**src/rtl/core/byte_ring_buffer_burst_top_assert.svh**
```systemverilog
// ---------------------------------------------------------------------------
// Byte ring buffer burst - assertion macros
// Shared assertion forms used by the top level, sampled on clk, off in reset.
// ---------------------------------------------------------------------------
`ifndef BYTE_RING_BUFFER_BURST_TOP_ASSERT_SVH
`define BYTE_RING_BUFFER_BURST_TOP_ASSERT_SVH

// Check a consequence in the same cycle as its cause.
`define BRBB_CHECK_NOW(label, cause, effect, msg) \
  label: assert property (@(posedge clk) disable iff (rst) (cause) |-> (effect)) \
    else $error(msg);

// Check a consequence in the cycle after its cause.
`define BRBB_CHECK_NEXT(label, cause, effect, msg) \
  label: assert property (@(posedge clk) disable iff (rst) (cause) |=> (effect)) \
    else $error(msg);

`endif

```
**src/rtl/core/brbb_pkg.sv**
```systemverilog
// ---------------------------------------------------------------------------
// Byte ring buffer burst - package
// Widths, operation codes and the command/status bundles between units.
// ---------------------------------------------------------------------------
package brbb_pkg;

  localparam int STORE_DEPTH    = 4096;
  localparam int ADDR_W         = $clog2(STORE_DEPTH);
  localparam int RING_W         = ADDR_W + 1;
  localparam int LEN_W          = 12;
  localparam int MODE_W         = 3;
  localparam int DATA_W         = 64;
  localparam int BYTES_PER_ITEM = 8;
  localparam int CNT_W          = $clog2(BYTES_PER_ITEM + 1);
  localparam int IDX_W          = $clog2(BYTES_PER_ITEM);
  localparam int RING_MIN       = 2;

  localparam logic [MODE_W-1:0] MODE_WRITE      = 3'd0;
  localparam logic [MODE_W-1:0] MODE_READ       = 3'd1;
  localparam logic [MODE_W-1:0] MODE_PEEK       = 3'd2;
  localparam logic [MODE_W-1:0] MODE_WRITE_KEEP = 3'd3;
  localparam logic [MODE_W-1:0] MODE_SKIP_WRITE = 3'd4;
  localparam logic [MODE_W-1:0] MODE_SKIP_READ  = 3'd5;

  typedef struct packed {
    logic take;      // latch the accepted item
    logic clr_step;  // write zero at the sweep address, advance it
    logic load_wr;   // start a byte burst at the write pointer
    logic load_rd;   // start a byte burst at the read pointer
    logic wr_step;   // store one byte, advance
    logic rd_step;   // fetch one byte, advance
    logic commit;    // update pointers and load the result register
  } cmd_t;

  typedef struct packed {
    logic ok;          // operation will be carried out
    logic nonzero;     // length is not zero
    logic wr_data;     // write or write without advance
    logic rd_data;     // read or peek
    logic burst_last;  // current byte is the last of the burst
    logic clr_last;    // sweep is at the last store entry
    logic out_free;    // result register can take a new result
  } stat_t;

endpackage

```
**src/rtl/core/brbb_ctrl.sv**
```systemverilog
// ---------------------------------------------------------------------------
// Byte ring buffer burst - controller
// Sequences the clearing sweep, the decision, the byte bursts and the commit.
// ---------------------------------------------------------------------------
module brbb_ctrl (
  input  logic            clk,
  input  logic            rst,
  input  logic            req_valid,
  output logic            req_ready,
  input  brbb_pkg::stat_t stat,
  output brbb_pkg::cmd_t  cmd
);

  localparam logic [2:0] ST_CLEAR  = 3'd0;
  localparam logic [2:0] ST_IDLE   = 3'd1;
  localparam logic [2:0] ST_DECIDE = 3'd2;
  localparam logic [2:0] ST_WRITE  = 3'd3;
  localparam logic [2:0] ST_READ   = 3'd4;
  localparam logic [2:0] ST_DRAIN  = 3'd5;
  localparam logic [2:0] ST_FINISH = 3'd6;

  logic [2:0] state;
  logic [2:0] state_next;

  always_ff @(posedge clk) begin
    if (rst) begin
      state <= ST_CLEAR;
    end else begin
      state <= state_next;
    end
  end

  assign req_ready = (state == ST_IDLE);

  always_comb begin
    state_next = state;
    cmd        = '0;
    case (state)
      ST_CLEAR: begin
        cmd.clr_step = 1'b1;
        if (stat.clr_last) begin
          state_next = ST_IDLE;
        end
      end
      ST_IDLE: begin
        if (req_valid) begin
          cmd.take   = 1'b1;
          state_next = ST_DECIDE;
        end
      end
      ST_DECIDE: begin
        if (stat.ok && stat.nonzero && stat.wr_data) begin
          cmd.load_wr = 1'b1;
          state_next  = ST_WRITE;
        end else if (stat.ok && stat.nonzero && stat.rd_data) begin
          cmd.load_rd = 1'b1;
          state_next  = ST_READ;
        end else begin
          state_next = ST_FINISH;
        end
      end
      ST_WRITE: begin
        cmd.wr_step = 1'b1;
        if (stat.burst_last) begin
          state_next = ST_FINISH;
        end
      end
      ST_READ: begin
        cmd.rd_step = 1'b1;
        if (stat.burst_last) begin
          state_next = ST_DRAIN;
        end
      end
      ST_DRAIN: begin
        state_next = ST_FINISH;
      end
      ST_FINISH: begin
        if (stat.out_free) begin
          cmd.commit = 1'b1;
          state_next = ST_IDLE;
        end
      end
      default: begin
        state_next = ST_IDLE;
      end
    endcase
  end

endmodule

```
**config.mk**
```make
export PLATFORM = sky130hd
export DESIGN_NAME = brbb_ctrl
export DESIGN_NICKNAME = d
export VERILOG_FILES = /design/src/rtl/core/byte_ring_buffer_burst_top_assert.svh /design/src/rtl/core/brbb_pkg.sv /design/src/rtl/core/brbb_ctrl.sv
export SDC_FILE = /design/constraint.sdc
export NUM_CORES = 1
export LEC_CHECK = 0
export BUFFER_PORTS_ARGS = -buffer_cell sky130_fd_sc_hd__buf_2
export CAP_MARGIN = 20
export CORE_AREA = 10 10 47 49
export CTS_CLUSTER_DIAMETER = 60
export DETAILED_ROUTE_END_ITERATION = 10
export DIE_AREA = 0 0 57 59
export HOLD_SLACK_MARGIN = 0.02
export SETUP_SLACK_MARGIN = 0.3
export SYNTH_ARGS = -nofsm -noshare
export SYNTH_HDL_FRONTEND = slang
export SYNTH_SLANG_ARGS = --single-unit
```
**constraint.sdc**
```tcl
create_clock -name clk -period 2.8 [get_ports clk]
set_input_delay 0.42 -clock clk [delete_from_list [all_inputs] [get_ports clk]]
set_output_delay 0.42 -clock clk [all_outputs]
set_load 0.005 [all_outputs]
```
==> reports/metrics.csv, run 1 <==
stage,metric,value,unit
layout,postLayoutCellArea,413,um2
routing,first_iter_violations,6,
placement,placed_area,387,um2
synth,ys_seq_area_share,20.3,%
grt,grt_overflow,0,
layout,regMostFlops,state,
floorplanning,die_h,59,um
layout,reg.largest.list,state: 3 flops,
layout,fin_nets,70,
clock_network,cts_hold_buf,0,
layout,n_antenna_cell,0,
sta,finalClockSkew,0.00654,ns
routing,ant_nets,0,
layout,num-fill-cells,173,
grt,grt_pass1_wl,1.61,mm
run,max_cap_viol_count,0,
placement,place_ws,1.19,ns
routing,drt_pre_antenna_iters,2,
placement,routabilityCongestion,0.833,
clock_network,ctsHtreeMaxLevel,1,
synth,synth_seq_cells,3,
sta,relSlewSlack,68.0,%
layout,layout_commonest_cell,buf_2,
synth,syn-cell-area,297,um2
power_and_ir_drop,power.density,787,mW/mm2
floorplanning,die_x,57,um
routing,drcViolationCount,0,
clock_network,path_clk_slew,0.04,ns
setup_path,cp.arrival,1.42,ns
grt,antenna_found_initial,0,
synth,syn_area_per_cell,7.23,um2
routing,vias,359,
grt,grt_usage,6.30,%
grt,grt_pass1_vias,379,
sta,finalMaxSlewViolations,0,
sta,worst_pin_slew,0.479,ns
floorplanning,core,0.00140,mm2
floorplanning,ioPinCount,18,
routing,wl_per_cell,12.5,um
sta,setup_viol,0,
synth,ys_warn_count,0,
layout,largest_register_ffs,3,
min_path,hp-class,in2reg,
routing,drt-total-wl,937,um
routing,vias_per_cell,4.79,
sta,period_share,65.8,%
floorplanning,std_cell_rows,14,
sta,fin_setup_tns,0,ns
power_and_ir_drop,vdd_ir_drop_max,0.000288,V
clock_network,cts_tree,yes,
clock_network,cts.sinks,3,
sta,finalWorstSetupSlack,0.957,ns
layout,syn_to_final_growth,39.2,%
clock_network,clock_path_buffers,2,
setup_path,worst_setup_path_end_kind,output pin,
power_and_ir_drop,power.leakage,0.175,nW
layout,drive_above_1_share,42.4,%
clock_network,cts-root-buf,clkbuf_4,
layout,final_cell_mix,"buf_2, nor2_1, nand2_1",
clock_network,insertion_delay,0.24,ns
sta,rsz0062_at_grt,false,
setup_path,worst-setup-path-type,reg2out,
layout,final_core_util,29.5,%
synth,syn_nets,51,
synth,synth_cells,41,
placement,io_buffers,17,
sta,fmax,543,MHz
setup_path,worstPathMaxFanout,15,
clock_network,ctsResizeCount,0,
floorplanning,start_util,21.2,%
synth,synth.distinct_cells,23,
clock_network,postCtsSetupRepairBufs,0,
sta,post-route-min-period,1.84,ns
setup_path,startpoint_type,flop,
grt,grt_max_degree,16,
clock_network,numCtsBuffers,3,
floorplanning,dieArea,0.00336,mm2
setup_path,cp.required,2.38,ns
sta,hold_viol,0,
status,run_status,"complete, no violations",
[final timing paths]
kind                 start        to  slack (ns)  depth (start not counted)
setup / recovery  state[1]    cmd[3]        0.96                          3
hold reg to reg   state[2]  state[2]        0.60                          2
setup reg to reg  state[1]  state[0]        1.17                          3
hold / removal         rst  state[0]        0.40                          2
[report_power, final]
| part | switching (W) | total (W) | internal (W) | leakage (nW) |
|---|---|---|---|---|
| Clock | 0.0000279 | 0.0000816 | 0.0000537 | 0.0150 |
| Sequential | 0.0000421 | 0.0000997 | 0.0000576 | 0.0247 |
| Combinational | 0.0000633 | 0.000143 | 0.0000801 | 0.135 |
[cells by family (layout without fill, tap and decap cells)]
family	count (synthesis)	in the layout	share of synthesized area [%]
flip-flops	3	3	20.3
buffers and inverters	5	23	7.59
multiplexers	2	2	8.86
AO/OA/AOI/OAI	8	8	23.2
AND/OR/NAND/NOR	23	23	40.1
[Yosys cell counts, drive strengths merged]
cell type,number,area (um2)
mux2,2,26.3
o21ai,1,5.00
nand2b,4,25.0
o211a,1,10.0
buf,3,15.0
nor4,2,12.5
o211ai,1,7.51
nor3,2,10.0
o31ai,1,7.51
nor2,6,22.5
and2,1,6.26
nor3b,1,7.51
inv,2,7.50
nand2,5,18.8
nand4b,1,8.76
or4,1,7.51
o22a,1,10.0
o2111ai,1,8.76
dfxtp,3,60.1
a21oi,1,5.00
a2111oi,1,15.0
[worst max-delay path, cell delays in order (launching register included)]
cell and delay (ns):
dfxtp_1 0.61, nand2_1 0.16, nor4_1 0.26, buf_2 0.15
[metal layers]
layer	track usage (%)	routed length, um	vias to the layer above
li1	-	-	184
met1	6.97	458	153
met2	6.82	339	18
met3	3.43	95	4
met4	9.06	44	0
met5	0	0	-
[cell type report]
| cell class | instances | area, um2 | area share [%] |
|---|---|---|---|
| Multi-Input combinational cell | 33 | 214 | 51.8 |
| Sequential cell | 3 | 60.1 | 14.5 |
| Clock buffer | 4 | 26.3 | 6.36 |
| Tap cell | 16 | 20.0 | 4.85 |
| Inverter | 2 | 7.51 | 1.82 |
| Timing Repair Buffer | 17 | 85.1 | 20.6 |
[per-stage QoR]
step | total power, W | hold slack, ns | std cells
after floorplan | 0.000200 | 0.489 | 41
after global placement | 0.000245 | 0.600 | 71
after detailed placement | 0.000246 | 0.598 | 71
after CTS | 0.000329 | 0.397 | 75
after global routing | 0.000361 | 0.401 | 75
final | 0.000325 | 0.401 | 75
No activity file was read; power rests on OpenSTA's default activity.
==> run 2: changes to the inputs <==
--- a/config.mk
+++ b/config.mk
@@ -5,6 +5,7 @@
 export SDC_FILE = /design/constraint.sdc
 export NUM_CORES = 1
 export LEC_CHECK = 0
+export ABC_AREA = 1
 export BUFFER_PORTS_ARGS = -buffer_cell sky130_fd_sc_hd__buf_2
 export CAP_MARGIN = 20
 export CORE_AREA = 10 10 47 49
==> constraint.sdc (replaced) <==
create_clock -name clk -period 1.6 [get_ports clk]
set_input_delay 0.24 -clock clk [delete_from_list [all_inputs] [get_ports clk]]
set_output_delay 0.24 -clock clk [all_outputs]
set_load 0.005 [all_outputs]
==> run 2 against run 1 <==
  * Critical endpoint is now cmd[4]
  * Global-route usage decreased by 0.32 points
  * Largest power group unchanged
  * Largest cell class unchanged
  * Clock power grew 62%
  * Routed wire length is 4.4% higher
  * Sequential power is 100% higher
  * Utilization rose by 4.1 points
==> reports/metrics.csv, run 2 <==
stage,metric,value,unit,change
synth,ys_seq_area_share,18.8,%,was 20.3%
synth,synthArstFlopShare,0,%,unchanged
placement,io_buffers,17,,unchanged
min_path,hp-class,in2reg,,unchanged
floorplanning,ioPinCount,18,,unchanged
synth,synth_top_cells_by_count,"inv_1, nand2_1, nor2_1",,"was nor2_1, nand2_1, nand2b_1"
sta,fmax,786,MHz,
grt,grt_pass1_vias,369,,was 379
synth,synth_top_area_share,18.8,%,was 20.3%
synth,syn_nets,70,,was 51
setup_path,timing.rr.start,state[1],,unchanged
floorplanning,die_h,59,um,unchanged
sta,post-route-min-period,1.27,ns,
power_and_ir_drop,vdd_ir_drop_max,0.000851,V,was 0.000288 V
clock_network,ctsHtreeMaxLevel,1,,unchanged
routing,vias_per_cell,4.32,,was 4.79
sta,finalClockSkew,0.000214,ns,was 0.00654 ns
floorplanning,die_x,57,um,unchanged
setup_path,reg2reg_to,state[1],,was state[0]
setup_path,reg2reg_depth,9,,was 3
power_and_ir_drop,power.leakage,0.286,nW,was 0.175 nW
power_and_ir_drop,total_power,0.000750,W,was 0.000325 W
synth,syn-cell-area,320,um2,was 297 um2
sta,worst_pin_slew,0.155,ns,was 0.479 ns
sta,relSlewSlack,89.6,%,was 68.0%
layout,final_cell_mix,"buf_2, nand2_1, inv_1",,"was buf_2, nor2_1, nand2_1"
clock_network,numCtsBuffers,3,,unchanged
sta,hold_viol,0,,unchanged
setup_path,cp.required,1.36,ns,was 2.38 ns
synth,synth_cells,60,,was 41
clock_network,cts-root-buf,clkbuf_4,,unchanged
routing,drt-total-wl,978,um,was 937 um
power_and_ir_drop,switching_share,47.7,%,was 41.1%
layout,regMostFlops,state,,unchanged
floorplanning,std_cell_rows,14,,unchanged
clock_network,cts_tree,yes,,unchanged
floorplanning,dieArea,0.00336,mm2,unchanged
placement,routabilityCongestion,0.738,,was 0.833
placement,dp_hpwl,788,um,
floorplanning,start_util,22.9,%,was 21.2%
synth,synth_top_area_cell,dfxtp_1,,unchanged
clock_network,clock_path_buffers,2,,unchanged
routing,ant_nets,0,,unchanged
routing,drt_pre_antenna_iters,4,,was 2
run,max_cap_viol_count,0,,unchanged
sta,period_share,79.5,%,
grt,antenna_found_initial,0,,unchanged
layout,register_area,71.3,um2,was 60.1 um2
setup_path,worst-setup-path-type,reg2out,,unchanged
layout,fin_nets,91,,was 70
floorplanning,core,0.00140,mm2,unchanged
power_and_ir_drop,power.density,1590,mW/mm2,was 787 mW/mm2
clock_network,insertion_delay,0.23,ns,was 0.24 ns
grt,grt_usage,5.97,%,was 6.30%
status,run_status,"complete, no violations",,unchanged
grt,grt_max_degree,9,,was 16
setup_path,worst-r2r-setup-slack,0.49,ns,was 1.17 ns
routing,drcViolationCount,0,,unchanged
setup_path,worst_setup_path_end_kind,output pin,,unchanged
power_and_ir_drop,p_comb_share,55.7,%,was 44.2%
synth,synth_ff_type,dfxtp_1,,unchanged
grt,grt_overflow,0,,unchanged
setup_path,cp-endpoint,cmd[4],,was cmd[3]
sta,finalMaxSlewViolations,0,,unchanged
routing,wl_per_cell,10.2,um,was 12.5 um
power_and_ir_drop,power.switching,0.000358,W,was 0.000133 W
synth,syn_area_per_cell,5.34,um2,was 7.23 um2
layout,largest_register_ffs,3,,unchanged
clock_network,path_clk_slew,0.04,ns,about the same
layout,multi_input_area,216,um2,was 214 um2
setup_path,cp.arrival,1.03,ns,was 1.42 ns
routing,first_iter_violations,4,,was 6
grt,grt_pass1_wl,1.64,mm,was 1.61 mm
sta,setup_viol,0,,unchanged
synth,synth_seq_cells,3,,unchanged
layout,num-fill-cells,173,,unchanged
power_and_ir_drop,p_seq_share,26.7,%,was 30.7%
layout,layout_commonest_cell,buf_2,,unchanged
routing,vias,415,,was 359
synth,ys_warn_count,0,,unchanged
setup_path,startpoint_type,flop,,unchanged
power_and_ir_drop,p_int,0.000392,W,was 0.000191 W
setup_path,worstPathMaxFanout,6,,was 15
synth,netlist_top_cells_area,"dfxtp_1, inv_1, nand2_1",,"was dfxtp_1, nand2b_1, nor2_1"
sta,rsz0062_at_grt,true,,was false
layout,drive_above_1_share,43.8,%,was 42.4%
layout,reg.largest.list,state: 3 flops,,unchanged
synth,synth_edf_count,0,,unchanged
layout,n_antenna_cell,0,,unchanged
setup_path,crit_path_start,state[0],,was state[1]
power_and_ir_drop,clkPwrFrac,17.6,%,was 25.1%
layout,syn_to_final_growth,46.9,%,was 39.2%
clock_network,cts.sinks,3,,unchanged
sta,fin_setup_tns,0,ns,unchanged
synth,synth.distinct_cells,14,,was 23
[run 2: cell count changes after synthesis, sizes merged, moves of 2 or more]
cell,before,now
buf,3,1
inv,2,13
mux2,2,0
nand2,5,17
nand2b,4,0
nand3,0,7
nand4,0,2
nor2,6,12
nor4,2,0
[run 2: layout make-up]
type                       instances  area share, %
clock buffer                       4           5.59
timing repair buffer              17           18.1
sequential                         3           15.2
tap                               16           4.26
inverter                          13           10.9
multi-input combinational         43           46.0
[run 2: critical path, stage by stage, from the launching register on]
cell and delay [ns]:
dfxtp_4 0.36, inv_4 0.09, nand3_1 0.11, nor2_2 0.11
buf_2 0.12
[run 2: timing repair]
action	4_1_cts	5_1_grt
buffers inserted	0	0
endpoints found under the hold margin	0	0
endpoints found under the setup margin	7	5
hold buffers	0	0
resized for setup	6	8
[run 2: how the worst min path moves through the flow]
stage,start,end,slack (ns),cells past startpoint
CTS,rst,state[2],0.18,2
detailed placement,rst,state[2],0.42,2
global route,rst,state[2],0.18,2
global placement,rst,state[2],0.43,2
floorplan,rst,state[2],0.31,1
finish,rst,state[2],0.18,2
[run 2: layer usage]
layer  up-vias  track usage [%]  routed length [um]
li1        224                -                   -
met3         2             4.29                  88
met2        11             10.7                 476
met4         0                0                  21
met5         -                0                   0
met1       178             5.85                 391
[run 2: metrics by stage]
stage,std cells,setup WS (ns),hold WS [ns],util (%),instance area (um2)
after floorplan,60,0.512,0.309,-,320
after global placement,92,0.399,0.429,29.8,418
after detailed placement,92,0.368,0.423,29.8,418
after CTS,96,0.291,0.175,32.1,450
after global routing,96,0.262,0.181,33.6,470
final,96,0.328,0.180,33.6,470
[run 2: kinds of logic after synthesis]
| logic type | count (synthesis) | synth area share, % |
|---|---|---|
| flip-flops | 3 | 18.8 |
| buffers and inverters | 14 | 17.6 |
| AND/OR/NAND/NOR | 39 | 56.6 |
| AO/OA/AOI/OAI | 4 | 7.03 |
[run 2: power groups by stage]
stage,registers [W],logic (W),clock network [W]
after floorplan,0.000134,0.000318,0
after global placement,0.000165,0.000392,0
after detailed placement,0.000166,0.000395,0
after CTS,0.000177,0.000404,0.000139
after global routing,0.000206,0.000482,0.000152
final,0.000200,0.000418,0.000132
